<file path="src/plsf_pkg.sv">
// ----------------------------------------------------------------------------
// plsf_pkg: shared types and constants for the per-LED sine fade-out
// Field layout of the request and response words, the fade table entry,
// fixed-point constants of the sine gain and the Taylor divisor tables.
// ----------------------------------------------------------------------------
`default_nettype none

package plsf_pkg;

   // Tick counters and fraction resolution
   localparam int TIME_W      = 32;
   localparam int FRAC_W      = 10;
   localparam int GAIN_W      = 13;
   localparam int CHAN_W      = 8;

   // pi/2 in Q30 and unity gain
   localparam logic [30:0]       PI_HALF_Q30 = 31'd1686629713;
   localparam logic [GAIN_W-1:0] GAIN_ONE    = 13'd4096;

   // Request kinds (tuser)
   localparam logic KIND_START = 1'b0;
   localparam logic KIND_EXEC  = 1'b1;

   // Request tdata layout, lowest bit first
   localparam int LED_LO     = 0;
   localparam int LED_W      = 16;
   localparam int PERIOD_LO  = LED_LO + LED_W;
   localparam int NOW_LO     = PERIOD_LO + TIME_W;
   localparam int RED_LO     = NOW_LO + TIME_W;
   localparam int GREEN_LO   = RED_LO + CHAN_W;
   localparam int BLUE_LO    = GREEN_LO + CHAN_W;
   localparam int REQ_DATA_W = BLUE_LO + CHAN_W;

   // Response tdata layout: red, green, blue
   localparam int RSP_DATA_W = 3 * CHAN_W;

   // One fade table entry
   typedef struct packed {
      logic [TIME_W-1:0] last_tick;
      logic [TIME_W-1:0] period_ticks;
      logic [TIME_W-1:0] remaining_ticks;
   } fade_entry_type;

   // Taylor term divisor (2k)(2k+1) for k = 1..7
   function automatic logic [7:0] divisor_of(input logic [2:0] k);
      logic [7:0] d;
      case (k)
         3'd1:    d = 8'd6;
         3'd2:    d = 8'd20;
         3'd3:    d = 8'd42;
         3'd4:    d = 8'd72;
         3'd5:    d = 8'd110;
         3'd6:    d = 8'd156;
         3'd7:    d = 8'd210;
         default: d = 8'd6;
      endcase
      return d;
   endfunction

   // floor(2^32 / divisor), the reciprocal for the quotient estimate
   function automatic logic [29:0] recip_of(input logic [2:0] k);
      logic [29:0] m;
      case (k)
         3'd1:    m = 30'd715827882;
         3'd2:    m = 30'd214748364;
         3'd3:    m = 30'd102261126;
         3'd4:    m = 30'd59652323;
         3'd5:    m = 30'd39045157;
         3'd6:    m = 30'd27531841;
         3'd7:    m = 30'd20452225;
         default: m = 30'd715827882;
      endcase
      return m;
   endfunction

endpackage

`default_nettype wire

</file>
<file path="src/per_led_sine_fade_out.sv">
// ----------------------------------------------------------------------------
// per_led_sine_fade_out: per-LED sine-shaped brightness fade
// Keeps a fade table per LED and scales colour requests by a sine gain of
// the remaining fade fraction.
// ----------------------------------------------------------------------------
// A start request (tuser = 0) loads an LED's remaining time and period and
// stamps the current tick; it gives no response. An execute request
// (tuser = 1) ages the entry by the elapsed ticks, forms the 10-bit fraction
// remaining/period and returns the colour scaled by a gain of about
// 4096*sin(fraction*pi/2), 4096 being unity. For an LED in range the
// fraction is divided out one bit per cycle, a step skipped when the
// remaining time is not below the period, and the sine series and the three
// colour products then run through a single shared 32x32 multiplier, each
// series term passing through the term, reciprocal, correction and fix
// states. A zero period gives black, and an LED index at or above LED_COUNT
// passes the colour through. An unread earlier response holding the output
// register delays the colour scaling. The block takes one request at a
// time; a finished response may wait in the output register while the next
// request is accepted. After reset the fade table is cleared in a pass over
// all LED_COUNT entries during which no request is taken.
// ----------------------------------------------------------------------------
`default_nettype none

module per_led_sine_fade_out #(
   parameter int LED_COUNT = 16
) (
   input  wire                                logic clock,
   input  wire                                logic reset,
   // Request channel
   input  wire                                logic req_tvalid,
   output logic                               req_tready,
   // led_index[15:0], fade_period[47:16], now_time[79:48],
   // red_in[87:80], green_in[95:88], blue_in[103:96]
   input  wire logic [plsf_pkg::REQ_DATA_W-1:0] req_tdata,
   // kind[0]
   input  wire                                logic req_tuser,
   // Response channel
   output logic                               rsp_tvalid,
   input  wire                                logic rsp_tready,
   // red_out[7:0], green_out[15:8], blue_out[23:16]
   output logic [plsf_pkg::RSP_DATA_W-1:0]    rsp_tdata
);

   import plsf_pkg::*;

   localparam int IDX_W = (LED_COUNT > 1) ? $clog2(LED_COUNT) : 1;

   // Sequencer states
   localparam logic [4:0] ST_CLEAR   = 5'd0;
   localparam logic [4:0] ST_IDLE    = 5'd1;
   localparam logic [4:0] ST_FETCH   = 5'd2;
   localparam logic [4:0] ST_UPDATE  = 5'd3;
   localparam logic [4:0] ST_RANGE   = 5'd4;
   localparam logic [4:0] ST_DIV     = 5'd5;
   localparam logic [4:0] ST_ANGLE   = 5'd6;
   localparam logic [4:0] ST_ROUND   = 5'd7;
   localparam logic [4:0] ST_SQUARE  = 5'd8;
   localparam logic [4:0] ST_SQSAVE  = 5'd9;
   localparam logic [4:0] ST_TERM    = 5'd10;
   localparam logic [4:0] ST_RECIP   = 5'd11;
   localparam logic [4:0] ST_CORR    = 5'd12;
   localparam logic [4:0] ST_FIX     = 5'd13;
   localparam logic [4:0] ST_GAIN    = 5'd14;
   localparam logic [4:0] ST_OUTWAIT = 5'd15;
   localparam logic [4:0] ST_MUL_R   = 5'd16;
   localparam logic [4:0] ST_MUL_G   = 5'd17;
   localparam logic [4:0] ST_MUL_B   = 5'd18;
   localparam logic [4:0] ST_MUL_END = 5'd19;

   // Request fields
   logic [LED_W-1:0]  req_led;
   logic [TIME_W-1:0] req_period;
   logic [TIME_W-1:0] req_now;
   logic              req_in_range;
   logic              req_accept;

   // Control and datapath registers
   logic [4:0]          state_ff,  state_in;
   logic [IDX_W-1:0]    clr_ff,    clr_in;
   logic [IDX_W-1:0]    idx_ff,    idx_in;
   logic [TIME_W-1:0]   now_ff,    now_in;
   logic [CHAN_W-1:0]   red_ff,    red_in;
   logic [CHAN_W-1:0]   green_ff,  green_in;
   logic [CHAN_W-1:0]   blue_ff,   blue_in;
   logic [TIME_W-1:0]   diff_ff,   diff_in;
   logic [TIME_W-1:0]   rem_ff,    rem_in;
   logic [TIME_W-1:0]   per_ff,    per_in;
   logic [FRAC_W:0]     q_ff,      q_in;
   logic [3:0]          step_ff,   step_in;
   logic [30:0]         x_ff,      x_in;
   logic [31:0]         x2_ff,     x2_in;
   logic [30:0]         term_ff,   term_in;
   logic [31:0]         sum_ff,    sum_in;
   logic [31:0]         n_ff,      n_in;
   logic [29:0]         qe_ff,     qe_in;
   logic [GAIN_W-1:0]   gain_ff,   gain_in;
   logic [63:0]         prod_ff;
   logic                rsp_valid_ff, rsp_valid_in;
   logic [CHAN_W-1:0]   rsp_red_ff,   rsp_red_in;
   logic [CHAN_W-1:0]   rsp_green_ff, rsp_green_in;
   logic [CHAN_W-1:0]   rsp_blue_ff,  rsp_blue_in;

   // Shared multiplier operands
   logic        mul_en;
   logic [31:0] mul_a;
   logic [31:0] mul_b;

   // Fade table ports
   fade_entry_type      mem [0:LED_COUNT-1];
   fade_entry_type      rd_ff;
   logic                mem_we;
   logic [IDX_W-1:0]    mem_wa;
   fade_entry_type      mem_wd;
   logic                mem_re;

   // Helpers
   logic [TIME_W:0]   age_diff;
   logic [TIME_W:0]   div_trial;
   logic [41:0]       angle_rnd;
   logic [31:0]       corr_rem;
   logic [29:0]       corr_q;
   logic [32:0]       gain_rnd;
   logic [14:0]       gain_raw;
   logic              slot_free;

   assign req_led    = req_tdata[LED_LO +: LED_W];
   assign req_period = req_tdata[PERIOD_LO +: TIME_W];
   assign req_now    = req_tdata[NOW_LO +: TIME_W];
   assign req_in_range = (req_led < LED_W'(LED_COUNT));
   assign req_tready = (state_ff == ST_IDLE);
   assign req_accept = req_tvalid && req_tready;
   assign slot_free  = !rsp_valid_ff || rsp_tready;

   assign rsp_tvalid = rsp_valid_ff;
   assign rsp_tdata  = {rsp_blue_ff, rsp_green_ff, rsp_red_ff};

   // Arithmetic helpers for the sequencer
   assign age_diff  = {1'b0, rem_ff} - {1'b0, diff_ff};
   assign div_trial = {rem_ff, 1'b0} - {1'b0, per_ff};
   assign angle_rnd = prod_ff[41:0] + 42'd512;
   assign corr_rem  = n_ff - prod_ff[31:0];
   assign corr_q    = qe_ff + 30'(corr_rem >= {24'd0, divisor_of(step_ff[2:0])});
   assign gain_rnd  = {1'b0, sum_ff} + 33'd131072;
   assign gain_raw  = gain_rnd[32:18];

   // Multiplier operand select
   always_comb begin
      mul_en = 1'b1;
      mul_a  = '0;
      mul_b  = '0;
      case (state_ff)
         ST_ANGLE: begin
            mul_a = {21'd0, q_ff};
            mul_b = {1'b0, PI_HALF_Q30};
         end
         ST_SQUARE: begin
            mul_a = {1'b0, x_ff};
            mul_b = {1'b0, x_ff};
         end
         ST_TERM: begin
            mul_a = {1'b0, term_ff};
            mul_b = x2_ff;
         end
         ST_RECIP: begin
            mul_a = prod_ff[61:30];
            mul_b = {2'd0, recip_of(step_ff[2:0])};
         end
         ST_CORR: begin
            mul_a = prod_ff[63:32];
            mul_b = {24'd0, divisor_of(step_ff[2:0])};
         end
         ST_MUL_R: begin
            mul_a = {24'd0, red_ff};
            mul_b = {19'd0, gain_ff};
         end
         ST_MUL_G: begin
            mul_a = {24'd0, green_ff};
            mul_b = {19'd0, gain_ff};
         end
         ST_MUL_B: begin
            mul_a = {24'd0, blue_ff};
            mul_b = {19'd0, gain_ff};
         end
         default: mul_en = 1'b0;
      endcase
   end

   // Sequencer and datapath next state
   always_comb begin
      state_in     = state_ff;
      clr_in       = clr_ff;
      idx_in       = idx_ff;
      now_in       = now_ff;
      red_in       = red_ff;
      green_in     = green_ff;
      blue_in      = blue_ff;
      diff_in      = diff_ff;
      rem_in       = rem_ff;
      per_in       = per_ff;
      q_in         = q_ff;
      step_in      = step_ff;
      x_in         = x_ff;
      x2_in        = x2_ff;
      term_in      = term_ff;
      sum_in       = sum_ff;
      n_in         = n_ff;
      qe_in        = qe_ff;
      gain_in      = gain_ff;
      rsp_red_in   = rsp_red_ff;
      rsp_green_in = rsp_green_ff;
      rsp_blue_in  = rsp_blue_ff;
      rsp_valid_in = rsp_valid_ff && !rsp_tready;
      mem_we       = 1'b0;
      mem_wa       = idx_ff;
      mem_wd       = '0;
      mem_re       = 1'b0;

      case (state_ff)
         // Clearing pass over the fade table
         ST_CLEAR: begin
            mem_we = 1'b1;
            mem_wa = clr_ff;
            clr_in = clr_ff + 1'b1;
            if (clr_ff == IDX_W'(LED_COUNT - 1)) begin
               state_in = ST_IDLE;
            end
         end
         // Take a request
         ST_IDLE: begin
            if (req_accept) begin
               idx_in   = req_led[IDX_W-1:0];
               now_in   = req_now;
               red_in   = req_tdata[RED_LO +: CHAN_W];
               green_in = req_tdata[GREEN_LO +: CHAN_W];
               blue_in  = req_tdata[BLUE_LO +: CHAN_W];
               if (req_tuser == KIND_START) begin
                  if (req_in_range) begin
                     mem_we = 1'b1;
                     mem_wa = req_led[IDX_W-1:0];
                     mem_wd.last_tick       = req_now;
                     mem_wd.period_ticks    = req_period;
                     mem_wd.remaining_ticks = req_period;
                  end
               end else if (req_in_range) begin
                  mem_re   = 1'b1;
                  state_in = ST_FETCH;
               end else begin
                  gain_in  = GAIN_ONE;
                  state_in = ST_OUTWAIT;
               end
            end
         end
         // Entry read back: elapsed ticks
         ST_FETCH: begin
            diff_in  = now_ff - rd_ff.last_tick;
            rem_in   = rd_ff.remaining_ticks;
            per_in   = rd_ff.period_ticks;
            state_in = ST_UPDATE;
         end
         // Age the entry, stopping at zero, and write it back
         ST_UPDATE: begin
            rem_in = age_diff[TIME_W] ? '0 : age_diff[TIME_W-1:0];
            mem_we = 1'b1;
            mem_wa = idx_ff;
            mem_wd.last_tick       = now_ff;
            mem_wd.period_ticks    = per_ff;
            mem_wd.remaining_ticks = rem_in;
            state_in = ST_RANGE;
         end
         // Special cases ahead of the fraction divide
         ST_RANGE: begin
            q_in    = '0;
            step_in = '0;
            if (per_ff == '0) begin
               gain_in  = '0;
               state_in = ST_OUTWAIT;
            end else if (rem_ff >= per_ff) begin
               q_in     = (FRAC_W + 1)'(1) << FRAC_W;
               state_in = ST_ANGLE;
            end else begin
               state_in = ST_DIV;
            end
         end
         // Restoring divide, one fraction bit per cycle
         ST_DIV: begin
            q_in    = {q_ff[FRAC_W-1:0], !div_trial[TIME_W]};
            rem_in  = div_trial[TIME_W] ? {rem_ff[TIME_W-2:0], 1'b0} :
                                          div_trial[TIME_W-1:0];
            step_in = step_ff + 1'b1;
            if (step_ff == 4'(FRAC_W - 1)) begin
               state_in = ST_ANGLE;
            end
         end
         ST_ANGLE: state_in = ST_ROUND;
         // Angle in Q30, rounded
         ST_ROUND: begin
            x_in     = angle_rnd[40:10];
            state_in = ST_SQUARE;
         end
         ST_SQUARE: state_in = ST_SQSAVE;
         // Series start: sum = term = x
         ST_SQSAVE: begin
            x2_in    = prod_ff[61:30];
            term_in  = x_ff;
            sum_in   = {1'b0, x_ff};
            step_in  = 4'd1;
            state_in = ST_TERM;
         end
         ST_TERM: state_in = ST_RECIP;
         // Dividend of the term, quotient estimate issued
         ST_RECIP: begin
            n_in     = prod_ff[61:30];
            state_in = ST_CORR;
         end
         ST_CORR: begin
            qe_in    = prod_ff[61:32];
            state_in = ST_FIX;
         end
         // Quotient correction and alternating accumulate
         ST_FIX: begin
            term_in = {1'b0, corr_q};
            if (step_ff[0]) begin
               sum_in = sum_ff - {2'd0, corr_q};
            end else begin
               sum_in = sum_ff + {2'd0, corr_q};
            end
            step_in = step_ff + 1'b1;
            if (step_ff == 4'd7) begin
               state_in = ST_GAIN;
            end else begin
               state_in = ST_TERM;
            end
         end
         // Round to Q12 and cap at unity
         ST_GAIN: begin
            gain_in  = (gain_raw > {2'd0, GAIN_ONE}) ? GAIN_ONE : gain_raw[GAIN_W-1:0];
            state_in = ST_OUTWAIT;
         end
         // Output register must be free before the colour is scaled into it
         ST_OUTWAIT: begin
            if (slot_free) begin
               state_in = ST_MUL_R;
            end
         end
         ST_MUL_R: state_in = ST_MUL_G;
         ST_MUL_G: begin
            rsp_red_in = prod_ff[19:12];
            state_in   = ST_MUL_B;
         end
         ST_MUL_B: begin
            rsp_green_in = prod_ff[19:12];
            state_in     = ST_MUL_END;
         end
         ST_MUL_END: begin
            rsp_blue_in  = prod_ff[19:12];
            rsp_valid_in = 1'b1;
            state_in     = ST_IDLE;
         end
         default: state_in = ST_IDLE;
      endcase
   end

   // Control registers
   always_ff @(posedge clock) begin
      if (reset) begin
         state_ff     <= ST_CLEAR;
         clr_ff       <= '0;
         step_ff      <= '0;
         rsp_valid_ff <= 1'b0;
      end else begin
         state_ff     <= state_in;
         clr_ff       <= clr_in;
         step_ff      <= step_in;
         rsp_valid_ff <= rsp_valid_in;
      end
   end

   // Datapath registers
   always_ff @(posedge clock) begin
      idx_ff       <= idx_in;
      now_ff       <= now_in;
      red_ff       <= red_in;
      green_ff     <= green_in;
      blue_ff      <= blue_in;
      diff_ff      <= diff_in;
      rem_ff       <= rem_in;
      per_ff       <= per_in;
      q_ff         <= q_in;
      x_ff         <= x_in;
      x2_ff        <= x2_in;
      term_ff      <= term_in;
      sum_ff       <= sum_in;
      n_ff         <= n_in;
      qe_ff        <= qe_in;
      gain_ff      <= gain_in;
      rsp_red_ff   <= rsp_red_in;
      rsp_green_ff <= rsp_green_in;
      rsp_blue_ff  <= rsp_blue_in;
   end

   // Shared multiplier, product registered
   always_ff @(posedge clock) begin
      if (mul_en) begin
         prod_ff <= {32'd0, mul_a} * {32'd0, mul_b};
      end
   end

   // Fade table: one write port, one registered read port
   always_ff @(posedge clock) begin
      if (mem_we) begin
         mem[mem_wa] <= mem_wd;
      end
      if (mem_re) begin
         rd_ff <= mem[req_led[IDX_W-1:0]];
      end
   end

   // No request is taken during the clearing pass
   a_no_req_in_clear: assert property (@(posedge clock) disable iff (reset)
      (state_ff == ST_CLEAR) |-> !req_tready)
      else $error("request taken while fade table clears");

   // Divider remainder stays below the period
   a_div_bound: assert property (@(posedge clock) disable iff (reset)
      (state_ff == ST_DIV) |-> (rem_ff < per_ff))
      else $error("fraction divider remainder out of range");

   // Series index stays within the seven terms
   a_term_index: assert property (@(posedge clock) disable iff (reset)
      (state_ff == ST_TERM || state_ff == ST_RECIP || state_ff == ST_CORR ||
       state_ff == ST_FIX) |-> (step_ff >= 4'd1 && step_ff <= 4'd7))
      else $error("series term index out of range");

   // A response only appears at the end of the colour scaling
   a_rsp_source: assert property (@(posedge clock) disable iff (reset)
      $rose(rsp_valid_ff) |-> ($past(state_ff) == ST_MUL_END))
      else $error("response raised outside colour scaling");

   // Gain never exceeds unity while scaling
   a_gain_cap: assert property (@(posedge clock) disable iff (reset)
      (state_ff == ST_MUL_R) |-> (gain_ff <= GAIN_ONE))
      else $error("gain above unity");

endmodule

`default_nettype wire

</file>
<file path="config.mk">
export PLATFORM = sky130hd
export DESIGN_NAME = per_led_sine_fade_out
export DESIGN_NICKNAME = d
export VERILOG_FILES = /design/src/plsf_pkg.sv /design/src/per_led_sine_fade_out.sv
export SDC_FILE = /design/constraint.sdc
export NUM_CORES = 2
export LEC_CHECK = 0
export ABC_AREA = 1
export BUFFER_PORTS_ARGS = -buffer_cell sky130_fd_sc_hd__buf_4
export CORE_UTILIZATION = 49
export CTS_CLUSTER_DIAMETER = 100
export DETAILED_ROUTE_END_ITERATION = 16
export HOLD_SLACK_MARGIN = 0.06
export PLACE_DENSITY = 0.68
export SLEW_MARGIN = 20
export SYNTH_ARGS = -nofsm -noshare
export SYNTH_HDL_FRONTEND = slang
export SYNTH_SLANG_ARGS = --single-unit
</file>
<file path="constraint.sdc">
create_clock -name clock -period 8.1 [get_ports clock]
set_clock_uncertainty 0.15 [all_clocks]
set_input_delay 0.81 -clock clock [delete_from_list [all_inputs] [get_ports clock]]
set_output_delay 0.81 -clock clock [all_outputs]
set_load 0.005 [all_outputs]
</file>
======== Word level (Yosys, flattened, before mapping) ========
Memories as Yosys holds them, arrays and structs flattened. A register that Yosys moved wholly into a read port is not among the register bits.
Cells that the tools add are included.
operators by class
  add/sub/neg operators ................... 11
  $mul .................................... 1
  magnitude comparators ................... 4
  equality and inequality tests ........... 35
  mux-type cells .......................... 49
  reduce and logical (&&, ||, !) cells .... 20
operators with widths
  operator                                        count
  2-to-1 mux 96 bit                               3
  case mux 32 bit (8 select lines)                1
  case mux 32 bit (6 select lines)                1
  case mux 96 bit (2 select lines)                1
  case mux 30 bit (6 select lines)                1
  2-to-1 mux 32 bit                               3
  case mux 32 bit (3 select lines)                1
  case mux 5 bit (19 select lines)                1
  2-to-1 mux 13 bit                               5
  multiplier 32 x 32 -> 64 bit                    1
  case mux 32 bit (2 select lines)                1
  subtractor 32 bit                               2
  case mux 31 bit (2 select lines)                1
  case mux 8 bit (6 select lines)                 1
  adder 41 x 10 -> 41 bit, second input constant  1
  == test 5 x 4 -> 1 bit, second input constant   8
  case mux 13 bit (3 select lines)                1
  adder 32 x 18 -> 33 bit, second input constant  1
  subtractor 32 x 32 -> 33 bit                    1
  subtractor 33 x 32 -> 33 bit                    1
  adder 32 x 30 -> 32 bit                         1
  greater-or-equal comparator 32 bit              1
  greater-or-equal comparator 32 x 8 -> 1 bit     1
  zero test 32 bit                                1
  36 further kinds                                80
word-level totals
  bits in registers ....................... 470
  RAM bits ................................ 1536
  input port bits ......................... 109
  logic and storage cells ................. 145
  memories kept ........................... 1
memories
  memory  depth  bits a word  rd ports  clocked after memory_dff  wr ports  RTL line                      source
  mem     16     96           1         1                         1         per_led_sine_fade_out.sv:109  fade_entry_type mem [0:LED_COUNT-1];

======== Longest topological paths before layout ========
  depth in word-level cells ............... 7
  gate-level depth with buffers ........... 58
  depth with buffers taken out ............ 56

======== Worst setup path before layout ========
Ideal clock, no wire load.
  path type ............................... reg2reg
  start point ............................. reg step_ff[0]
  end point ............................... reg prod_ff[56] (data pin)
  library setup time ...................... 0.259 ns
  arrival ................................. 8.113 ns
  data required time ...................... 7.691 ns
  path slack .............................. -0.422 ns
  cell stages (with the launch flop) ...... 40
  clock period less this slack ............ 8.522 ns
  cells stage by stage .................... dfxtp_1 bufbuf_16 inv_1 clkbuf_1 ha_1 nand2_1 inv_1 nor2_2 inv_1 nor2_1 inv_1 nor2_2 nor3_1 o21ai_1 nor3_2 buf_2 nor2_1 fa_1 [4 not listed] inv_1 fa_1 inv_1 fa_1 inv_1 fa_1 fa_1 ha_1 nand2_1 nor2_1 inv_1 nor4_1 nand3_1 nand3_1 a21o_1 nand2_1 nand2_1 xor2_1
on the way
  word-level cells in the longest chain between the ends .. 4
  elaborated cells between the ends (all ways) .. 10
  those cells by class .................... 1 x mul; 6 x eq/ne; 3 x mux
ends and longest elaborated chain
  element                                                                                     RTL line                        source
  start: declaration                                                                          per_led_sine_fade_out.sv:89     logic [3:0] step_ff, step_in;
  start signal: assignment                                                                    per_led_sine_fade_out.sv:373    step_ff <= step_in;
  == test 3 bit / == test 3 x 2 -> 1 bit (equally long branches)                              plsf_pkg.sv:47, plsf_pkg.sv:63
  case mux 30 bit (6 select lines) / case mux 8 bit (6 select lines) (equally long branches)  plsf_pkg.sv:63, plsf_pkg.sv:47
  case mux 32 bit (6 select lines) *                                                          per_led_sine_fade_out.sv:151    case (state_ff)
  multiplier 32 x 32 -> 64 bit *                                                              per_led_sine_fade_out.sv:404    prod_ff <= {32'd0, mul_a} * {32'd0, mul_b};
  end signal: assignment                                                                      per_led_sine_fade_out.sv:404
  end: declaration                                                                            per_led_sine_fade_out.sv:97     logic [63:0] prod_ff;
Mark *: on every way between the ends. The rest lies on a longest branch, timed or not.
A chain may end at the register's enable or synchronous reset.

======== Worst setup path after layout ========
  start point ............................. reg step_ff[0]
  end point ............................... reg prod_ff[38] (data pin)
The elaborated chain is that of the path after synthesis.

==> impl_metrics.yaml <==
run_status:
  status: "finished with violations"
  violations: "setup timing"
routing:
  drtIter0Drc: 9701
  wire_per_inst_um: 25.29
  vias_per_cell: 5.701
  drtAntennaViolNets: 0
  drt_pass1_iterations: 6
  drt-total-wl_um: 424300
  dr_total_vias: 95650
  drc: 0
power_and_ir_drop:
  p_switching_uw: 4913
  comb_power_share_pct: 3.9
  swShare_pct: 21.46
  max-vdd-ir-drop_v: 0.0002054
  power.internal_uw: 17980
  p_per_area_nw_per_um2: 149.8
  seqPwrFrac_pct: 52.5
  power.share.clock_pct: 43.7
  p_leak_uw: 0.06793
worst_setup_path:
  crit_start: "step_ff[0]"
  path_delay_family: "adder cells"
  cp-start-kind: "register"
  worstSetupPathType: "register to register"
  r2r_start: "step_ff[0]"
  critical-path-slowest-cell: "fa_2"
  worst_r2r_path_depth: 38
  crit_path_max_fanout: 5
  path_depth: 38
  cp_num_buf_inv: 13
  max_stage_delay_ns: 0.56
  worst_setup_path_end_kind: "register"
  crit_arrival_ns: 9.08
  r2r_slack_ns: -0.54
  r2r-end: "prod_ff[38]"
  crit_end: "prod_ff[38]"
  crit_required_ns: 8.54
placement:
  portBuffers: 134
  dp_slack_ns: -1.059
  place_area_um2: 141200
  dpl.hpwl_um: 296900
  routabilityCongestion: 1.010
final_layout:
  stdcell_area_um2: 152900
  drive_gt1_share_pct: 16.58
  post-route-util_pct: 58.65
  area_growth_pct: 18.52
  nNetsFinal: 14590
floorplan:
  io_pins: 135
  rows: 187
  die_h_um: 515.0
  die-area_um2: 265300
  core_area_um2: 260600
  die_width_um: 515.0
  initial_core_util_pct: 49.48
sta:
  fin_crit_sh_pct: 106.6
  max_freq_mhz: 115.8
  rsz0062_at_grt: "true"
  worst_slew_pin_slew_ns: 1.273
  maxSlewViolCount: 0
  min_period_ns: 8.636
  worst_slack_ns: -0.5365
  finalSetupViolCount: 46
  slew_headroom_pct: 15.15
  setup_tns_ns: -16.83
  hold_violations: 0
grt:
  grt_max_degree: 217
  grt_pass1_wl_um: 624500
  grt_pass1_vias: 95510
  grt_usage_pct: 31.91
  gr-total-overflow: 0
  antenna_found_initial: 12
synth:
  syn_area_per_cell_um2: 10.64
  synth_edf_count: 2088
  synth.most_common_cell: "inv_1"
  syn_area_um2: 129000
  ys_seq_elements: 2102
  ys_top_cells_by_area: "edfxtp_1 (49%), fa_1 (14%), inv_1 (6.1%)"
  synth-main-ff-cell: "edfxtp_1"
  yosysTopAreaCellShare_pct: 48.61
  synth_area_leader_cell: "edfxtp_1"
  synthTopCellsByCount: "inv_1 (2111), edfxtp_1 (2088), nand2_1 (1819)"
  synth_cell_types: 73
  async_flop_share_pct: 0
  yosysSeqAreaShare_pct: 48.83
  yosys_warnings: 0
  netlist_instances: 12120
cts:
  clk_latency_ns: 0.91
  cts_tree: "done"
  cts-buffers-inserted: 219
  clkTransAtPathRegs_ns: 0.07
  clock-root-buffer: "clkbuf_16"
  h-tree-depth: 4
  clock-sinks: 2102
  clockBufferDepth: 4
min_path:
  holdPathStages: 2
  min_path_type: "input port to register"
run:
  drv_cap: 0
==> layout make-up <==
class / instances / area, µm²
fill: 21530 / 107800
sequential: 2102 / 62990
multi-input combinational: 7351 / 58660
timing repair buffer: 1272 / 11650
inverter: 2160 / 8197
clock buffer: 274 / 5729
tap: 3496 / 4374
clock inverter: 117 / 1249
antenna: 6 / 15.01
==> sequential cells by signal, summed over array words and instances (netlist names), 8 cells and up <==
signal,cells
gain_ff,13
rsp_red_ff,8
rsp_blue_ff,8
per_ff,32
rd_ff,96
term_ff,31
mem,1536
sum_ff,32
diff_ff,32
x2_ff,32
x_ff,31
red_ff,8
now_ff,32
q_ff,11
prod_ff,64
n_ff,32
qe_ff,30
rsp_green_ff,8
rem_ff,32
blue_ff,8
green_ff,8
==> through the flow <==
stage               instances  power, µW  hold slack, ns
floorplan               12120      12780          0.2503
global placement        16210      13070          0.2540
detailed placement      16220      13090          0.2545
CTS                     16730      22980         0.07802
global route            16770      23450          0.1018
finish                  16780      22900          0.1167
==> power by group through the flow <==
| stage | clock, µW | combinational [µW] | sequential (µW) |
|---|---|---|---|
| 5_1_grt | 10500 | 944 | 12000 |
| 3_5_place_dp | 0 | 848 | 12200 |
| 2_1_floorplan | 0 | 521 | 12300 |
| 6_report | 10000 | 882 | 12000 |
| 3_3_place_gp | 0 | 832 | 12200 |
| 4_1_cts | 10100 | 875 | 12000 |
==> cell families after synthesis <==
kind of cell	share of synthesized area [%]
adder cells (fa/ha/maj)	18.54
flip-flops	48.83
other	0.002908
multiplexers	2.980
AO/OA/AOI/OAI	9.840
buffers and inverters	8.017
AND/OR/NAND/NOR	10.16
XOR/XNOR	1.622
==> cells in the final DEF (no fill, tap or decap), drive strengths merged, types with 30 or more instances in the layout <==
master,n
inv,2158
a21oi,715
xor2,169
edfxtp,2088
a21o,35
a32o,30
nor3,67
fa,901
o211ai,413
o22ai,55
nand3,295
nand2,1837
ha,470
xnor2,69
nor2,829
buf,1212
o21ai,782
clkinv,86
clkbuf,277
nand4,61
nor4,39
mux2i,384
dlygate4sd3,56
==> layer usage <==
layer / wire length [µm] / GRT usage (%)
met5: 30 / 0
met4: 21920 / 14.24
met3: 32890 / 4.355
met2: 201000 / 52.30
met1: 168500 / 42.31
==> worst min-delay path by stage <==
stage | end | slack, ns | startpoint
4_1_cts | step_ff[1] | 0.08 | reset
3_5_place_dp | per_ff[15] | 0.25 | rd_ff[47]
2_1_floorplan | per_ff[0] | 0.25 | rd_ff[32]
5_1_grt | state_ff[4] | 0.10 | reset
6_report | step_ff[1] | 0.12 | reset
3_3_place_gp | per_ff[17] | 0.25 | rd_ff[49]
==> timing repair <==
action	in CTS	in global routing
setup buffers	62	50
pin swaps	123	154
hold buffers	56	0
cloned	7	1
gates resized for setup	468	309
hold endpoints to repair	56	0
setup endpoints to repair	53	68
No activity file was read; power rests on OpenSTA's default activity.
